File: src/design/cti_pkg.sv
// ----------------------------------------------------------------------------
// cti_pkg: shared types and constants for the connection table
// Payload structs, control/status structs between controller and datapath,
// operation and status codes, configuration register indexes.
// ----------------------------------------------------------------------------
`default_nettype none

package cti_pkg;

    // Table geometry
    localparam int TABLE_SLOTS = 64;
    localparam int SLOT_W      = $clog2(TABLE_SLOTS);
    localparam int CNT_W       = $clog2(TABLE_SLOTS + 1);

    // Field widths
    localparam int ADDR_W   = 48;
    localparam int TIME_W   = 48;
    localparam int TMO_W    = 32;
    localparam int MAXC_W   = 7;
    localparam int CFG_W    = 32;

    // Operation codes
    localparam logic OP_PACKET = 1'b0;
    localparam logic OP_PRUNE  = 1'b1;

    // Result status codes
    localparam logic [1:0] STAT_HIT     = 2'd0;
    localparam logic [1:0] STAT_ADDED   = 2'd1;
    localparam logic [1:0] STAT_REFUSED = 2'd2;
    localparam logic [1:0] STAT_PRUNED  = 2'd3;

    // Configuration register indexes
    typedef logic [0:0] cfg_idx_t;
    localparam cfg_idx_t CFG_MAX_CONN = 1'b0;
    localparam cfg_idx_t CFG_IDLE_TMO = 1'b1;

    // Configuration reset values
    localparam logic [MAXC_W-1:0] MAX_CONN_RESET = 7'd64;
    localparam logic [TMO_W-1:0]  IDLE_TMO_RESET = 32'd10000;

    typedef logic [CFG_W-1:0] cfg_data_t;

    typedef struct packed {
        logic              operation;
        logic [ADDR_W-1:0] client_address;
        logic [TIME_W-1:0] now_ms;
    } req_t;

    typedef struct packed {
        logic [1:0] status;
        logic [5:0] slot_index;
        logic [6:0] pruned_count;
        logic [6:0] connection_count;
    } res_t;

    // Controller to datapath commands
    typedef struct packed {
        logic load;
        logic scan;
        logic commit;
    } cmd_t;

    // Datapath to controller status
    typedef struct packed {
        logic scan_done;
    } sts_t;

endpackage

`default_nettype wire

File: src/design/cti_ctrl.sv
// ----------------------------------------------------------------------------
// cti_ctrl: sequencing state machine for the connection table
// Takes a request, runs the table scan, then commits the result.
// ----------------------------------------------------------------------------
`default_nettype none

module cti_ctrl (
    input  wire logic          clk,
    input  wire logic          rst_n,
    input  wire logic          start,
    output logic               busy,
    output cti_pkg::cmd_t      cmd,
    input  wire cti_pkg::sts_t sts
);
    import cti_pkg::*;

    typedef enum logic [2:0] {
        ST_IDLE   = 3'b001,
        ST_SCAN   = 3'b010,
        ST_COMMIT = 3'b100
    } state_t;

    state_t state_reg;
    state_t state_next;

    // Next state
    always_comb
    begin
        state_next = state_reg;
        case (state_reg)
            ST_IDLE:
            begin
                if (start)
                    state_next = ST_SCAN;
            end
            ST_SCAN:
            begin
                if (sts.scan_done)
                    state_next = ST_COMMIT;
            end
            ST_COMMIT:
                state_next = ST_IDLE;
            default:
                state_next = ST_IDLE;
        endcase
    end

    // Hold state
    always_ff @(posedge clk or negedge rst_n)
    begin
        if (!rst_n)
            state_reg <= ST_IDLE;
        else
            state_reg <= state_next;
    end

    // Drive commands
    always_comb
    begin
        cmd.load   = (state_reg == ST_IDLE) && start;
        cmd.scan   = (state_reg == ST_SCAN);
        cmd.commit = (state_reg == ST_COMMIT);
        busy       = (state_reg != ST_IDLE);
    end

endmodule

`default_nettype wire

File: config.mk
export PLATFORM = sky130hd
export DESIGN_NAME = cti_ctrl
export DESIGN_NICKNAME = d
export VERILOG_FILES = /design/src/design/cti_pkg.sv /design/src/design/cti_ctrl.sv
export SDC_FILE = /design/constraint.sdc
export NUM_CORES = 1
export LEC_CHECK = 0
export BUFFER_PORTS_ARGS = -buffer_cell sky130_fd_sc_hd__buf_2
export CORE_AREA = 4 4 41 43
export DETAILED_ROUTE_END_ITERATION = 10
export DIE_AREA = 0 0 45 47
export GPL_ROUTABILITY_DRIVEN = 1
export GPL_TIMING_DRIVEN = 0
export PLACE_DENSITY = 0.33
export SYNTH_ARGS = -nofsm -noshare
export SYNTH_HDL_FRONTEND = slang
export SYNTH_SLANG_ARGS = --single-unit
File: constraint.sdc
create_clock -name clk -period 1.15 [get_ports clk]
set_input_delay 0.115 -clock clk [delete_from_list [all_inputs] [get_ports clk]]
set_output_delay 0.115 -clock clk [all_outputs]
set_load 0.01 [all_outputs]
==> results of run 1 <==
[metrics by stage]
stage / power (mW) / hold WS [ns]
after floorplan: 0.294 / -0.181
after global placement: 0.371 / -0.0908
after detailed placement: 0.372 / -0.0869
after CTS: 0.675 / 0.117
after global routing: 0.747 / 0.134
final: 0.688 / 0.127
[cells in the final DEF, fill, tap and decap left out, drive strengths merged]
master	count
buf	12
dfstp	1
and4bb	1
clkbuf	4
nor3b	2
nor4b	1
dlygate4sd3	1
and2	1
or3b	1
dfrtp	2
nor2	1
or2	1
[worst max path at each step]
stage                end  slack, ns  cells past startpoint
global placement    busy      0.002                      2
CTS                 busy      -0.22                      2
floorplan           busy       0.11                      1
detailed placement  busy     -0.007                      2
finish              busy      -0.20                      2
global route        busy      -0.25                      2
[final cells by class]
class / instances / share of cell area
tap: 15 / 0.0664
clock buffer: 4 / 0.0929
timing repair buffer: 13 / 0.305
sequential: 3 / 0.270
multi-input combinational: 8 / 0.265
[worst reg2reg max path, stage by stage (launching register included)]
cell and delay, ns:
dfstp_2 0.53, buf_4 0.11, buf_6 0.10, buf_4 0.09
nor4b_1 0.03, or2_1 0.21
[power by group]
| group | switching [mW] | leakage [nW] | internal, mW |
|---|---|---|---|
| registers | 0.0367 | 0.0371 | 0.153 |
| clock network | 0.0510 | 0.0150 | 0.130 |
| logic | 0.121 | 0.0864 | 0.196 |
| total | 0.208 | 0.139 | 0.479 |
[kinds of logic (layout without fill, tap and decap cells)]
kind of cell | after synthesis | after routing | share of synthesized area
simple gates | 8 | 8 | 0.465
flops | 3 | 3 | 0.535
buf+inv | 0 | 17 | 0
[routing by layer]
metal	global-route usage	part of all wire	up-vias
met5	0	0	-
met4	0.0702	0	0
met3	0.0153	0.12	0
met2	0.0706	0.42	7
met1	0.0619	0.46	77
li1	-	-	75
[timing repair]
| action | CTS | global route |
|---|---|---|
| setup buffers | 4 | 2 |
| pin swaps | 2 | 2 |
| setup endpoints to repair | 3 | 7 |
| resized for setup | 2 | 2 |
| endpoints found under the hold margin | 3 | 0 |
| hold buffers | 1 | 0 |
==> summary.md, run 1 <==
| Metric | Value |
|---|---|
| Register area | `76.3 um2` |
| Netlist Area Pre-Place | `143 um2` |
| Crit path cell chain | `or3b_1, buf_2` |
| Row count | `13` |
| Placed insts | `33` |
| Post-Route Utilization | `0.217` |
| Area grow syn2layout | `98.2%` |
| Iteration-0 DRC Markers | `0` |
| RSZ-0062 raised after global routing | `true` |
| Delay-heaviest family, CP | `flip-flops` |
| Worst skew pair latency | `0.23 ns` |
| Leakage | `0.139 nW` |
| Gr ovfl total | `0` |
| Yosys top cell by area | `dfrtp_1` |
| Reg-to-reg startpoint | `state_reg[0]$_DFFE_PN1P_` |
| Vias/cell | `3.70` |
| Synth top area share | `0.351` |
| CP Max Fanout | `3` |
| Setup crit start | `state_reg[0]$_DFFE_PN1P_` |
| Cell with the most instances after synthesis | `dfrtp_1` |
| Die H | `47 um` |
| Clock Skews | `0.000165 ns` |
| CTS Buf Count | `3` |
| Finished Layout Cells | `43` |
| N_diodes | `0` |
| Endpoint type of the worst setup path | `primary output` |
| Max-cap check violation count | `0` |
| Critical path class | `reg2out` |
| WL per Instance | `9.65 um` |
| Max reg flops | `3` |
| Final Cell Area | `283 um2` |
| Global-route usage over all layers | `0.0539` |
| Worst Path Buf+Inv | `1` |
| R2R Setup Slk | `-0.04 ns` |
| Detailed placement HPWL | `270 um` |
| CTS tree | `done` |
| Slowest cell on the critical path | `dfstp_2` |
| Initial antenna violation count | `0` |
| CP max stage delay | `0.53 ns` |
| Rel. slew slack | `0.858` |
| Register area share after synthesis | `0.535` |
| Detail Route Antenna Nets | `0` |
| Fmax | `740 MHz` |
| Vias | `159` |
| Core area | `1300 um2` |
| Netlist cell types | `10` |
| Layout cells sized above 1 | `0.643` |
| Final period utilization | `1.17` |
| Failing checks | `setup timing` |
| Worst hold path type | `in2reg` |
| Post-Syn Area per Cell | `13.0 um2` |
| Arrival time worst endpoint | `1.24 ns` |
| Final Max Tran Viols | `0` |
| FILL cells | `153` |
| Global-route wire length before repair | `724 um` |
| Setup TNS | `-0.598 ns` |
| R2R cell count | `5` |
| Synth Net Count | `15` |
| Vias in the first global route | `161` |
| IO buf count | `7` |
| Outcome | `finished, violations left` |
| Die area | `2120 um2` |
| Synth area leaders | `dfrtp_1 35%, dfstp_2 18%, and4bb_1 8.8%, nor3b_2 8.8%, nor4b_1 6.1%` |
| Share of flip-flops with an asynchronous set or reset | `1.00` |
| Final-report setup violation count | `6` |
| Cell count after synthesis | `11` |
| Fin crit period | `1.35 ns` |
| Hold path depth | `2` |
| Initial Util | `0.110` |
| GP Congestion | `0.600` |
| Clock Sinks | `3` |
| Number of synthesized flops with an enable pin | `0` |
| Root Buffer | `clkbuf_4` |
| Width of the die | `45 um` |
| Pre-CTS setup slack | `-0.00714 ns` |
| Syn. warnings | `0` |
| Yosys reg bits | `3` |
| Top FF cell, synth | `dfrtp_1` |
| Net count, final | `33` |
| Final WS setup | `-0.201 ns` |
| Peak supply drop | `0.748 mV` |
| IO Count | `8` |
| Cell Area, Placed | `196 um2` |
| Pin count of the biggest net entering global routing | `6` |
| Final wirelength | `415 um` |
| Required @ worst endpoint | `1.03 ns` |
| Drt pass-1 iters | `1` |
| Hold Path Sink | `state_reg[2]$_DFFE_PN0P_` |
| Fin. Hold Viols | `0` |
| Crit start category | `flop` |
| Clk slew on worst S/H paths | `0.04 ns` |
| Drt drc | `0` |
| Slew @ Worst Pin | `0.211 ns` |
| PwrDens | `2430 nW/um2` |
| Clock Tree Buf Depth | `2` |
| Hold wc startpoint | `sts` |
| R2r endpoint | `state_reg[1]$_DFFE_PN0P_` |
| Area of the multi-input gates | `75.1 um2` |
| H-tree lvl count | `1` |
(Power assumes the default switching activity.)
==> run 2, diff against run 1 <==
==> constraint.sdc (replaced) <==
create_clock -name clk -period 1.15 [get_ports clk]
set_input_delay 0 -clock clk [delete_from_list [all_inputs] [get_ports clk]]
set_output_delay 0 -clock clk [all_outputs]
set_load 0.01 [all_outputs]
==> run 2 against run 1 <==
Compared with the run above:
- the run still ends with setup timing left
- sequential cell count is the same
- clock skew is essentially flat
- design area fell by 12%
- final cell count is 7.0% lower
- combinational power decreased by 30%
- critical endpoint unchanged
==> summary.md, run 2 (same netlist as run 1, synthesis figures left out) <==
| Metric | Value |
|---|---|
| CTS Buf Count | `3 (unchanged)` |
| PwrDens | `2390 nW/um2 (-1.6%)` |
| Vias/cell | `3.48 (-6.0%)` |
| GP Congestion | `0.600 (unchanged)` |
| Max-cap check violation count | `0 (unchanged)` |
| H-tree lvl count | `1 (unchanged)` |
| Rel. slew slack | `0.858 (about the same)` |
| Final-report setup violation count | `1 (-5)` |
| Max reg flops | `3 (unchanged)` |
| Drt drc | `0 (unchanged)` |
| Width of the die | `45 um (unchanged)` |
| Leakage | `0.122 nW (-12%)` |
| Iteration-0 DRC Markers | `0 (unchanged)` |
| FILL cells | `150 (-2.0%)` |
| Final period utilization | `1.08 (-0.0930)` |
| Clock Skews | `0.000165 ns (-0.0000000140 ns)` |
| Clock Sinks | `3 (unchanged)` |
| Arrival time worst endpoint | `1.24 ns (about the same)` |
| Die H | `47 um (unchanged)` |
| Gr ovfl total | `0 (unchanged)` |
| Setup TNS | `-0.0937 ns (+0.505 ns)` |
| Clock Tree Buf Depth | `2 (unchanged)` |
| Core area | `1300 um2 (unchanged)` |
| CP max stage delay | `0.53 ns (about the same)` |
| Clk slew on worst S/H paths | `0.04 ns (about the same)` |
| Worst skew pair latency | `0.23 ns (about the same)` |
| IO buf count | `7 (unchanged)` |
| Peak supply drop | `0.588 mV (-21%)` |
| Vias in the first global route | `136 (-16%)` |
| CTS tree | `done` |
| Fin. Hold Viols | `0 (unchanged)` |
| Net count, final | `30 (-9.1%)` |
| Slowest cell on the critical path | `dfstp_2` |
| Final Cell Area | `248 um2 (-12%)` |
| Slew @ Worst Pin | `0.211 ns (+0.000215 ns)` |
| Cell Area, Placed | `196 um2 (unchanged)` |
| Final wirelength | `383 um (-7.7%)` |
| Detail Route Antenna Nets | `0 (unchanged)` |
| Drt pass-1 iters | `1 (unchanged)` |
| Failing checks | `setup timing` |
| Placed insts | `33 (unchanged)` |
| Final Max Tran Viols | `0 (unchanged)` |
| Finished Layout Cells | `40 (-7.0%)` |
| Row count | `13 (unchanged)` |
| Worst Path Buf+Inv | `1 (unchanged)` |
| Global-route usage over all layers | `0.0468 (-0.00713)` |
| Area grow syn2layout | `73.7%` |
| Post-CTS sizing | `0 (-2)` |
| IO Count | `8 (unchanged)` |
| Fin crit period | `1.24 ns (-0.107 ns)` |
| Die area | `2120 um2 (unchanged)` |
| Global-route wire length before repair | `607 um (-16%)` |
| Final WS setup | `-0.0937 ns (+0.107 ns)` |
| RSZ-0062 raised after global routing | `true` |
| Detailed placement HPWL | `270 um (unchanged)` |
| N_diodes | `0 (unchanged)` |
| Root Buffer | `clkbuf_4` |
| Critical path class | `reg2out` |
| Delay-heaviest family, CP | `flip-flops` |
| Pin count of the biggest net entering global routing | `6 (unchanged)` |
| Layout cells sized above 1 | `0.560 (-0.0829)` |
| CP Max Fanout | `3 (unchanged)` |
| Worst hold path type | `in2reg` |
| Crit path cell chain | `or3b_1, buf_2` |
| Most frequent cells in the layout | `7 x buf_2, 3 x clkbuf_4, 2 x buf_4, 2 x dfrtp_1` |
| Most common cell after layout, fill and taps aside | `buf_2` |
| Vias | `139 (-13%)` |
| WL per Instance | `9.58 um (-0.79%)` |
| Required @ worst endpoint | `1.15 ns (+0.12 ns)` |
| Initial antenna violation count | `0 (unchanged)` |
| Crit start category | `flop` |
| Fmax | `804 MHz (+8.6%)` |
| Initial Util | `0.110 (unchanged)` |
| Endpoint type of the worst setup path | `primary output` |
| Outcome | `finished, violations left` |
## run 2: timing repair
| action | CTS | global route |
|---|---|---|
| setup endpoints to repair | 2 | 3 |
| hold buffers | 1 | 0 |
| pin swaps | 1 | 1 |
| hold endpoints to repair | 3 | 0 |
| buffers inserted | 1 | 1 |
## run 2: final timing paths
kind	from	end	slack, ns	cells past startpoint
worst max-delay path	state_reg[0]$_DFFE_PN1P_	busy	-0.09	2
worst min register to register	state_reg[2]$_DFFE_PN0P_	state_reg[0]$_DFFE_PN1P_	0.65	2
worst min-delay path	sts	state_reg[2]$_DFFE_PN0P_	0.01	2
max in group asynchronous	rst_n	state_reg[0]$_DFFE_PN1P_	0.86	2
min in group asynchronous	rst_n	state_reg[2]$_DFFE_PN0P_	0.09	2
worst max register to register	state_reg[2]$_DFFE_PN0P_	state_reg[1]$_DFFE_PN0P_	0.06	3
## run 2: final cells by class
class / instances / area, um2 / area share
well taps: 15 / 18.8 / 0.0758
multi-input cells: 8 / 66.3 / 0.268
flip-flops and latches: 3 / 76.3 / 0.308
repair buffers: 10 / 60.1 / 0.242
clock buffers: 4 / 26.3 / 0.106
## run 2: through the flow
stage,power [mW],util,worst slack [ns],hold slack [ns]
2_1_floorplan,0.294,-,0.157,-0.296
3_3_place_gp,0.371,0.151,0.117,-0.206
3_5_place_dp,0.372,0.151,0.108,-0.202
4_1_cts,0.591,0.185,-0.109,0.00203
5_1_grt,0.643,0.190,-0.140,0.0189
6_report,0.593,0.190,-0.0937,0.0115
## run 2: per-layer routing
layer | vias up | GRT usage | routed length, um
met2 | 7 | 0.0537 | 147
met1 | 64 | 0.0550 | 186
li1 | 68 | - | -
met5 | - | 0 | 0
met4 | 0 | 0.0702 | 0
met3 | 0 | 0.0153 | 49
## run 2: where the power goes
part	switching, mW	internal, mW	leakage (nW)
Combinational	0.0969	0.126	0.0697
Clock	0.0510	0.130	0.0150
Sequential	0.0347	0.154	0.0371
